**config.mk**
```make
export PLATFORM = sky130hd
export DESIGN_NAME = interleaved_saturating_delta_encoder
export DESIGN_NICKNAME = d
export VERILOG_FILES = /design/src/sv/isde_pkg.sv /design/src/sv/isde_slope.sv /design/src/sv/interleaved_saturating_delta_encoder.sv
export SDC_FILE = /design/constraint.sdc
export NUM_CORES = 1
export LEC_CHECK = 0
export CAP_MARGIN = 40
export CORE_UTILIZATION = 35
export CTS_CLUSTER_SIZE = 25
export DETAILED_ROUTE_END_ITERATION = 12
export DONT_BUFFER_PORTS = 1
export GPL_TIMING_DRIVEN = 0
export PLACE_DENSITY = 0.51
export SLEW_MARGIN = 20
export SYNTH_ARGS = -nofsm -noshare
export SYNTH_HDL_FRONTEND = slang
export SYNTH_SLANG_ARGS = --single-unit
```
**constraint.sdc**
```tcl
create_clock -name clk -period 12.5 [get_ports clk]
set_input_delay 2.5 -clock clk [delete_from_list [all_inputs] [get_ports clk]]
set_output_delay 2.5 -clock clk [all_outputs]
set_load 0.02 [all_outputs]
```
**src/sv/isde_pkg.sv**
```systemverilog
// Shared types and constants for the interleaved saturating delta encoder.
// No dependencies; imported by isde_slope and the top level.
package isde_pkg;

    localparam int SAMPLE_W   = 8;
    localparam int RESIDUAL_W = 10;
    localparam int ACC_W      = 11;
    localparam int COUNT_W    = 5;

    typedef logic [SAMPLE_W-1:0]          sample_t;
    typedef logic signed [RESIDUAL_W-1:0] residual_t;
    typedef logic signed [ACC_W-1:0]      acc_t;
    typedef logic [COUNT_W-1:0]           count_t;

    // per-channel history
    typedef struct packed {
        sample_t   prev;
        residual_t res;
    } chan_state_t;

    localparam sample_t   PREV_RESET = 8'd128;
    localparam residual_t RES_RESET  = '0;
    localparam acc_t      SLOPE_MIN  = -11'sd128;
    localparam acc_t      SLOPE_MAX  = 11'sd127;
    localparam acc_t      RES_MIN    = -11'sd512;
    localparam acc_t      RES_MAX    = 11'sd511;
    localparam sample_t   CODE_BIAS  = 8'h80;

endpackage

```
**src/sv/isde_slope.sv**
```systemverilog
// Per-sample slope coder: adds the new difference to the carried residual,
// clamps, and returns the offset code and the updated channel state.
// Depends on isde_pkg.
module isde_slope (
    input  isde_pkg::sample_t     sample,
    input  isde_pkg::chan_state_t state_in,
    output isde_pkg::sample_t     code,
    output isde_pkg::chan_state_t state_out
);
    import isde_pkg::*;

    acc_t acc;
    acc_t slope;
    acc_t rem;

    always_comb
    begin
        acc = acc_t'(state_in.res) + acc_t'({3'b000, sample})
            - acc_t'({3'b000, state_in.prev});

        if (acc < SLOPE_MIN)
            slope = SLOPE_MIN;
        else if (acc > SLOPE_MAX)
            slope = SLOPE_MAX;
        else
            slope = acc;

        rem = acc - slope;
        // never reached in practice, kept so the store cannot wrap
        if (rem < RES_MIN)
            rem = RES_MIN;
        else if (rem > RES_MAX)
            rem = RES_MAX;

        code            = slope[SAMPLE_W-1:0] ^ CODE_BIAS;
        state_out.prev  = sample;
        state_out.res   = rem[RESIDUAL_W-1:0];
    end

endmodule

```
**src/sv/interleaved_saturating_delta_encoder.sv**
```systemverilog
// Interleaved saturating delta encoder: top level with channel counter,
// per-channel state memory, coding stage and output register. Uses isde_pkg
// and isde_slope. Samples pass the coding stage, then the output register,
// one per cycle while code_stall is low. State is read at acceptance, written
// back as the item leaves the coding stage, bypassed for a repeat channel.
// Reset (async, rst_n low): count 1, counter 0, all channels 128 / residual 0.
module interleaved_saturating_delta_encoder #(
    parameter int MAX_CHANNELS = 16
) (
    input  logic              clk,
    input  logic              rst_n,
    // sample channel
    input  logic              sample_valid,
    output logic              sample_stall,
    input  isde_pkg::sample_t sample,
    // code channel
    output logic              code_valid,
    input  logic              code_stall,
    output isde_pkg::sample_t code,
    // configuration: channel count
    input  logic              cfg_valid,
    output logic              cfg_ready,
    input  isde_pkg::count_t  channel_count
);
    import isde_pkg::*;

    localparam int IDX_W = (MAX_CHANNELS > 1) ? $clog2(MAX_CHANNELS) : 1;
    localparam int CNT_W = $clog2(MAX_CHANNELS + 1);

    // configuration register
    count_t             count_reg;
    logic [CNT_W-1:0]   eff_count;

    // channel counter
    logic [IDX_W-1:0]   chan_reg;
    logic [IDX_W-1:0]   chan_cur;
    logic [IDX_W-1:0]   chan_next;

    // handshakes
    logic               in_accept;
    logic               s1_move;

    // coding stage registers
    logic               s1_valid_reg;
    sample_t            s1_sample_reg;
    logic [IDX_W-1:0]   s1_chan_reg;
    logic               s1_fwd_reg;
    chan_state_t        s1_byp_reg;
    logic               s1_vld_reg;
    chan_state_t        mem_rd_reg;

    // channel state store; valid bits stand in for the reset values
    chan_state_t        state_mem [MAX_CHANNELS];
    logic [MAX_CHANNELS-1:0] vld_reg;

    chan_state_t        s1_state;
    chan_state_t        new_state;
    sample_t            new_code;

    // output register
    logic               out_valid_reg;
    sample_t            code_reg;

    assign cfg_ready = 1'b1;

    always_ff @(posedge clk or negedge rst_n)
    begin
        if (!rst_n)
            count_reg <= count_t'(1);
        else if (cfg_valid && cfg_ready)
            count_reg <= channel_count;
    end

    // zero means one channel; above the build limit saturates
    always_comb
    begin
        if (count_reg == '0)
            eff_count = CNT_W'(1);
        else if (32'(count_reg) > MAX_CHANNELS)
            eff_count = CNT_W'(MAX_CHANNELS);
        else
            eff_count = CNT_W'(count_reg);
    end

    // a counter left past a lowered count restarts at channel zero
    always_comb
    begin
        if (32'(chan_reg) >= 32'(eff_count))
            chan_cur = '0;
        else
            chan_cur = chan_reg;

        if (32'(chan_cur) + 32'd1 >= 32'(eff_count))
            chan_next = '0;
        else
            chan_next = chan_cur + IDX_W'(1);
    end

    // flow control: output register, then one coding stage
    assign s1_move      = s1_valid_reg && (!out_valid_reg || !code_stall);
    assign sample_stall = s1_valid_reg && !s1_move;
    assign in_accept    = sample_valid && !sample_stall;

    always_ff @(posedge clk or negedge rst_n)
    begin
        if (!rst_n)
        begin
            chan_reg      <= '0;
            s1_valid_reg  <= 1'b0;
            out_valid_reg <= 1'b0;
            vld_reg       <= '0;
        end
        else
        begin
            if (in_accept)
                chan_reg <= chan_next;

            if (in_accept)
                s1_valid_reg <= 1'b1;
            else if (s1_move)
                s1_valid_reg <= 1'b0;

            if (s1_move)
                out_valid_reg <= 1'b1;
            else if (!code_stall)
                out_valid_reg <= 1'b0;

            if (s1_move)
                vld_reg[s1_chan_reg] <= 1'b1;
        end
    end

    // state store: write-back on leaving the coding stage, registered read
    always_ff @(posedge clk)
    begin
        if (s1_move)
            state_mem[s1_chan_reg] <= new_state;
        if (in_accept)
            mem_rd_reg <= state_mem[chan_cur];
    end

    // coding stage payload; a same-channel predecessor leaving this cycle
    // has not reached the store yet, so its new state is bypassed
    always_ff @(posedge clk)
    begin
        if (in_accept)
        begin
            s1_sample_reg <= sample;
            s1_chan_reg   <= chan_cur;
            s1_fwd_reg    <= s1_move && (s1_chan_reg == chan_cur);
            s1_byp_reg    <= new_state;
            s1_vld_reg    <= vld_reg[chan_cur];
        end
    end

    always_comb
    begin
        if (s1_fwd_reg)
            s1_state = s1_byp_reg;
        else if (s1_vld_reg)
            s1_state = mem_rd_reg;
        else
        begin
            s1_state.prev = PREV_RESET;
            s1_state.res  = RES_RESET;
        end
    end

    isde_slope u_slope (
        .sample    (s1_sample_reg),
        .state_in  (s1_state),
        .code      (new_code),
        .state_out (new_state)
    );

    always_ff @(posedge clk)
    begin
        if (s1_move)
            code_reg <= new_code;
    end

    assign code_valid = out_valid_reg;
    assign code       = code_reg;

    // residual stays within one sample swing either way
    a_res_range: assert property (@(posedge clk) disable iff (!rst_n)
        s1_valid_reg |-> (new_state.res >= -10'sd255 && new_state.res <= 10'sd255))
        else $error("residual out of range");

    // an accepted sample always lands in the coding stage
    a_accept_s1: assert property (@(posedge clk) disable iff (!rst_n)
        in_accept |=> s1_valid_reg)
        else $error("accepted sample lost");

    // a held item in the coding stage keeps its channel
    a_s1_hold: assert property (@(posedge clk) disable iff (!rst_n)
        (s1_valid_reg && !s1_move) |=> (s1_valid_reg && $stable(s1_chan_reg)))
        else $error("coding stage changed while held");

    // a coded item reaches the output register
    a_s1_out: assert property (@(posedge clk) disable iff (!rst_n)
        s1_move |=> code_valid)
        else $error("code not presented");

endmodule

```
* Word level (Yosys, flattened, before mapping)
Memory sizes are Yosys's and may differ from the RTL's. A register that Yosys moved wholly into a read port is not among the register bits.
Cells that the tools add are included.
Widths: inputs -> output; s select.
** Storage, ports and cells
- Register bits after elaboration :: 67
- Bits in writable memories :: 288
- Bits of input ports :: 18
- Output and inout port bits :: 11
- Word-level logic and storage cells :: 64
- Memories :: 1
** Memory list
- state_mem :: words 16, width 18, rd ports 1, clocked after Yosys merged registers in 1, write ports 1, RTL line interleaved_saturating_delta_encoder.sv:53 : chan_state_t state_mem [MAX_CHANNELS];
** Cells by class
- Add/subtract/negate cells :: 5
- Order comparisons :: 10
- Eq/ne operators :: 2
- Muxes and demuxes :: 20
- Bitwise gates (word level) :: 2
- Reduce and logical (&&, ||, !) cells :: 12
** Operator list (count)
- $mux 18 :: 2
- $mux 11 :: 2
- $mux 10 :: 2
- $or 16x16->16 :: 1
- $add 10x9->11 :: 1
- $gt 11x10->1 const B :: 1
- $gt 11x8->1 const B :: 1
- $lt 11x10->1 const B :: 1
- $lt 11x8->1 const B :: 1
- $sub 11x11->11 :: 1
- $sub 11x9->11 :: 1
- $lt 4x5->1 const B :: 2
- $mux 5 :: 2
- $mux 1 :: 8
- $mux 4 :: 2
- $add 4x1->5 const B :: 1
- $ge 4x5->1 :: 1
- $ge 5x5->1 :: 1
- $gt 5x5->1 const B :: 1
- $logic_and 1x1->1 :: 5
- $logic_not 5->1 :: 1
- $add 4x1->4 const B :: 1
- $bmux 1 s4 :: 1
- $demux 1 s4 :: 1
- other kinds (7) :: 10

* Logic depth before layout (Yosys ltp)
- Word-level depth :: 11
- Depth in mapped cells :: 26
- Gate-level depth less buffers :: 21

* By module
A second synthesis with hierarchy kept.
** Unflattened totals
- Cell total of the unflattened synthesis :: 1047
- Area total of the unflattened synthesis :: 16513.3 um^2
** Modules (own cells, without submodules)
- interleaved_saturating_delta_encoder :: times used 1, cells each 825, area an instance 14931.8 um^2, seq. area each 11066.9 um^2
- isde_slope :: times used 1, cells each 222, area an instance 1581.5 um^2, seq. area each 0.0 um^2

* Worst setup path before layout
Ideal clock, no wire load.
- Path kind :: reg2reg
- Start point :: reg s1_fwd_reg
- End point :: reg s1_byp_reg[0] in the netlist's numbering (data pin)
- Setup time :: 0.290 ns
- Arrival :: 5.860 ns
- Data required time :: 12.210 ns
- Setup slack :: 6.350 ns
- Cell stages (with the launch flop) :: 24
- Buffers on the path :: 6
- Period minus slack after synthesis :: 6.150 ns
- Cells stage by stage :: edfxtp_1 clkbuf_1 nor2b_1 clkbuf_1 clkbuf_1 a22oi_1 fa_1 inv_1 fa_1 nand2b_1 a211oi_1 a211oi_4 xnor2_2 o31ai_4 clkbuf_1 o21ai_0 ha_1 clkbuf_1 nor4_1 o22ai_1 o211a_1 a311o_1 buf_6 maj3_2
** RTL lines
- start, declared :: RTL line interleaved_saturating_delta_encoder.sv:47 : logic s1_fwd_reg;
- start signal, assigned :: RTL line interleaved_saturating_delta_encoder.sv:150 : s1_fwd_reg <= s1_move && (s1_chan_reg == chan_cur);
- end signal, assigned :: RTL line interleaved_saturating_delta_encoder.sv:151 : s1_byp_reg <= new_state;
- end, declared :: RTL line interleaved_saturating_delta_encoder.sv:48 : chan_state_t s1_byp_reg;

==> metrics.yaml <==
global_routing:
  grt-ovfl-total: 0
  grt_first_pass_wirelength_um: 64000
  track_usage_pct: 18.4
  antenna_found_initial: 1
  grt_max_degree: 35
  grt_pass1_vias: 9688
timing:
  finClkSkew_ps: 21.1
  maxSlewHeadroom_pct: 42.2
  post-route-min-period_ps: 7420
  setup_tns_ps: 0
  worstMarginPinSlew_ps: 867
  rsz0062_at_grt: "false"
  final-hold-violation-count: 0
  slew_violations: 0
  timing.fmax_ghz: 0.135
  setup_viol: 0
  fin_crit_sh_pct: 59.4
synth:
  ys_seq_area_share_pct: 67.6
  yosys.area.top_type: "edfxtp_1"
  synth_area_leaders: "edfxtp_1, mux2_2, dfrtp_1"
  netlist_top_cells_count: "edfxtp_1, nand2_1, mux2_2, clkbuf_1, a21oi_1"
  synth_flop_cell: "edfxtp_1"
  yosysMostFrequentCell: "edfxtp_1"
  synth_area_per_cell_um2: 14.9
  synth_edf_count: 346
  syn_inst: 1100
  yosys_warnings: 0
  synth-async-reset-ratio_pct: 7.24
  synth_fp_nets: 1152
  synthesis.area_um2: 16400
  yosys_register_bits: 373
  yosysUniqueCellTypes: 65
  synth_top_area_share_pct: 63.5
worst_setup_path:
  cp_max_fo: 17
  cp.arrival_ps: 7640
  rr_worst_depth: 23
  worst_path_largest_cell_delay_ps: 580
  cp_num_cells: 23
  cp_slowest_cell: "fa_1"
  crit_top_cell: "clkbuf_1"
  cp_top_family: "compound AO/OA/AOI/OAI gates"
  path_cells: "clkbuf_1, nor2b_1, clkbuf_1, clkbuf_1, a22oi_1, fa_1, inv_1, fa_1, nand2b_1, a211oi_1, a211oi_4, xnor2_2, o31ai_4, clkbuf_1, o21ai_0, ha_1, clkbuf_1, nor4_1, o22ai_1, o211a_1, a311o_1, buf_6, maj3_2"
  cp.required_ps: 12720
  crit_buf_inv: 7
  critical_path.endpoint_type: "flop"
  worstSetupStartpointType: "flop"
  path_class: "flop to flop"
run:
  max_cap_viol_count: 0
floorplan:
  io_pins: 29
  fp.dieH_um: 218
  die_w_um: 218
  initial_core_util_pct: 35.8
  dieArea_um2: 47600
  rows: 78
  core_um2: 45800
clocking:
  clock_path_buffers: 3
  cts_made_buffers: 42
  cts-root-buf: "clkbuf_16"
  cts_setup_buffers: 0
  cts_resized: 0
  cts_tree: "done"
  cts.clk_slew.worst_paths_ps: 60
  cts_sinks: 373
  clock_latency_ps: 560
  htreeDepth: 2
  cts-hold-fix-buffers: 0
placement:
  dpl.hpwl_um: 28900
  port_buffers: 0
  globalplace.congestion: 0.855
cells_and_area:
  nets: 1210
  layout-drive-gt1-share_pct: 19.6
  antennaDiodeCount: 0
  fin_util_pct: 40.9
  largest_reg_flops: 288
  syn_to_final_growth_pct: 14.4
detailed_routing:
  wire_per_inst_um: 23.9
  route.detailed.drc: 0
  vias: 9810
  drtAntennaViolNets: 0
  wl_um: 42700
  drtPass1Iterations: 5
  vias_per_cell: 5.48
  drt_iter0_drc: 1076
min_path:
  hold_path.class: "flop to flop"
  whs_path_depth: 1
status:
  status: "completed"
[final timing paths]
kind / slack [ps] / to / from
worst max-delay path: 5080 / state_mem[7][7]$_DFFE_PP_ / s1_fwd_reg$_DFFE_PP_
worst min-delay path: 470 / vld_reg[11]$_DFFE_PN0P_ / vld_reg[11]$_DFFE_PN0P_
worst max register to register: 5080 / state_mem[7][7]$_DFFE_PP_ / s1_fwd_reg$_DFFE_PP_
worst min register to register: 470 / vld_reg[11]$_DFFE_PN0P_ / vld_reg[11]$_DFFE_PN0P_
max in group asynchronous: 10690 / count_reg[0]$_DFFE_PN1P_ / rst_n
min in group asynchronous: 1640 / vld_reg[6]$_DFFE_PN0P_ / rst_n
[layout by cell type, fill, tap and decap left out, drive strengths merged, types with 5 or more instances in the layout]
cell	n
nor2	29
a221o	19
a22oi	11
a21o	11
mux2i	20
maj3	9
a21oi	52
nand2	103
a2bb2oi	19
xnor2	9
nand3	9
dfrtp	26
o21ai	20
buf	19
inv	28
o221ai	20
a221oi	39
clkinv	16
edfxtp	346
a22o	7
mux2	100
ha	26
nor3	14
o31ai	5
nand2b	10
o32ai	19
or2	18
fa	8
nor2b	5
xor2	9
clkbuf	121
[metrics by stage]
stage / std cells / cell area (µm²) / hold WS, ps / setup WS (ps)
after floorplan: 1100 / 16400 / 433 / 6350
after CTS: 1789 / 18700 / 466 / 5070
final: 1791 / 18700 / 465 / 5080
after detailed placement: 1712 / 17400 / 451 / 5110
after global routing: 1791 / 18700 / 477 / 4450
after global placement: 1700 / 17100 / 446 / 5080
[cell type report]
cell class / count / area (µm²)
fill: 4194 / 27100
sequential: 373 / 11100
multi-input combinational: 630 / 5010
clock buffer: 55 / 1160
tap: 600 / 751
buffer: 71 / 290
clock inverter: 22 / 184
timing repair buffer: 14 / 155
inverter: 26 / 97.6
[per-layer routing]
layer  wire length [µm]  up-vias  global-route usage (%)
met2              19900      302                    29.4
met1              19800     5020                    25.9
met3               2460       44                    3.09
li1                   -     4444                       -
met4                643        0                    4.38
met5                  0        -                       0
[logic make-up (layout without fill, tap and decap cells)]
group,after synthesis,count (layout),share of synthesized area (%)
flip-flops,373,373,67.6
AO/OA/AOI/OAI,248,248,11.8
AND/OR/NAND/NOR,200,200,5.52
multiplexers,120,120,8.10
buffers and inverters,97,188,2.37
adder cells (fa/ha/maj),43,43,3.58
XOR/XNOR,18,18,1.01
other,1,1,0.0229
Power is left out: the tool's default activity adds up to more than one toggle a clock period on the data nets, which glitch-free logic cannot reach.
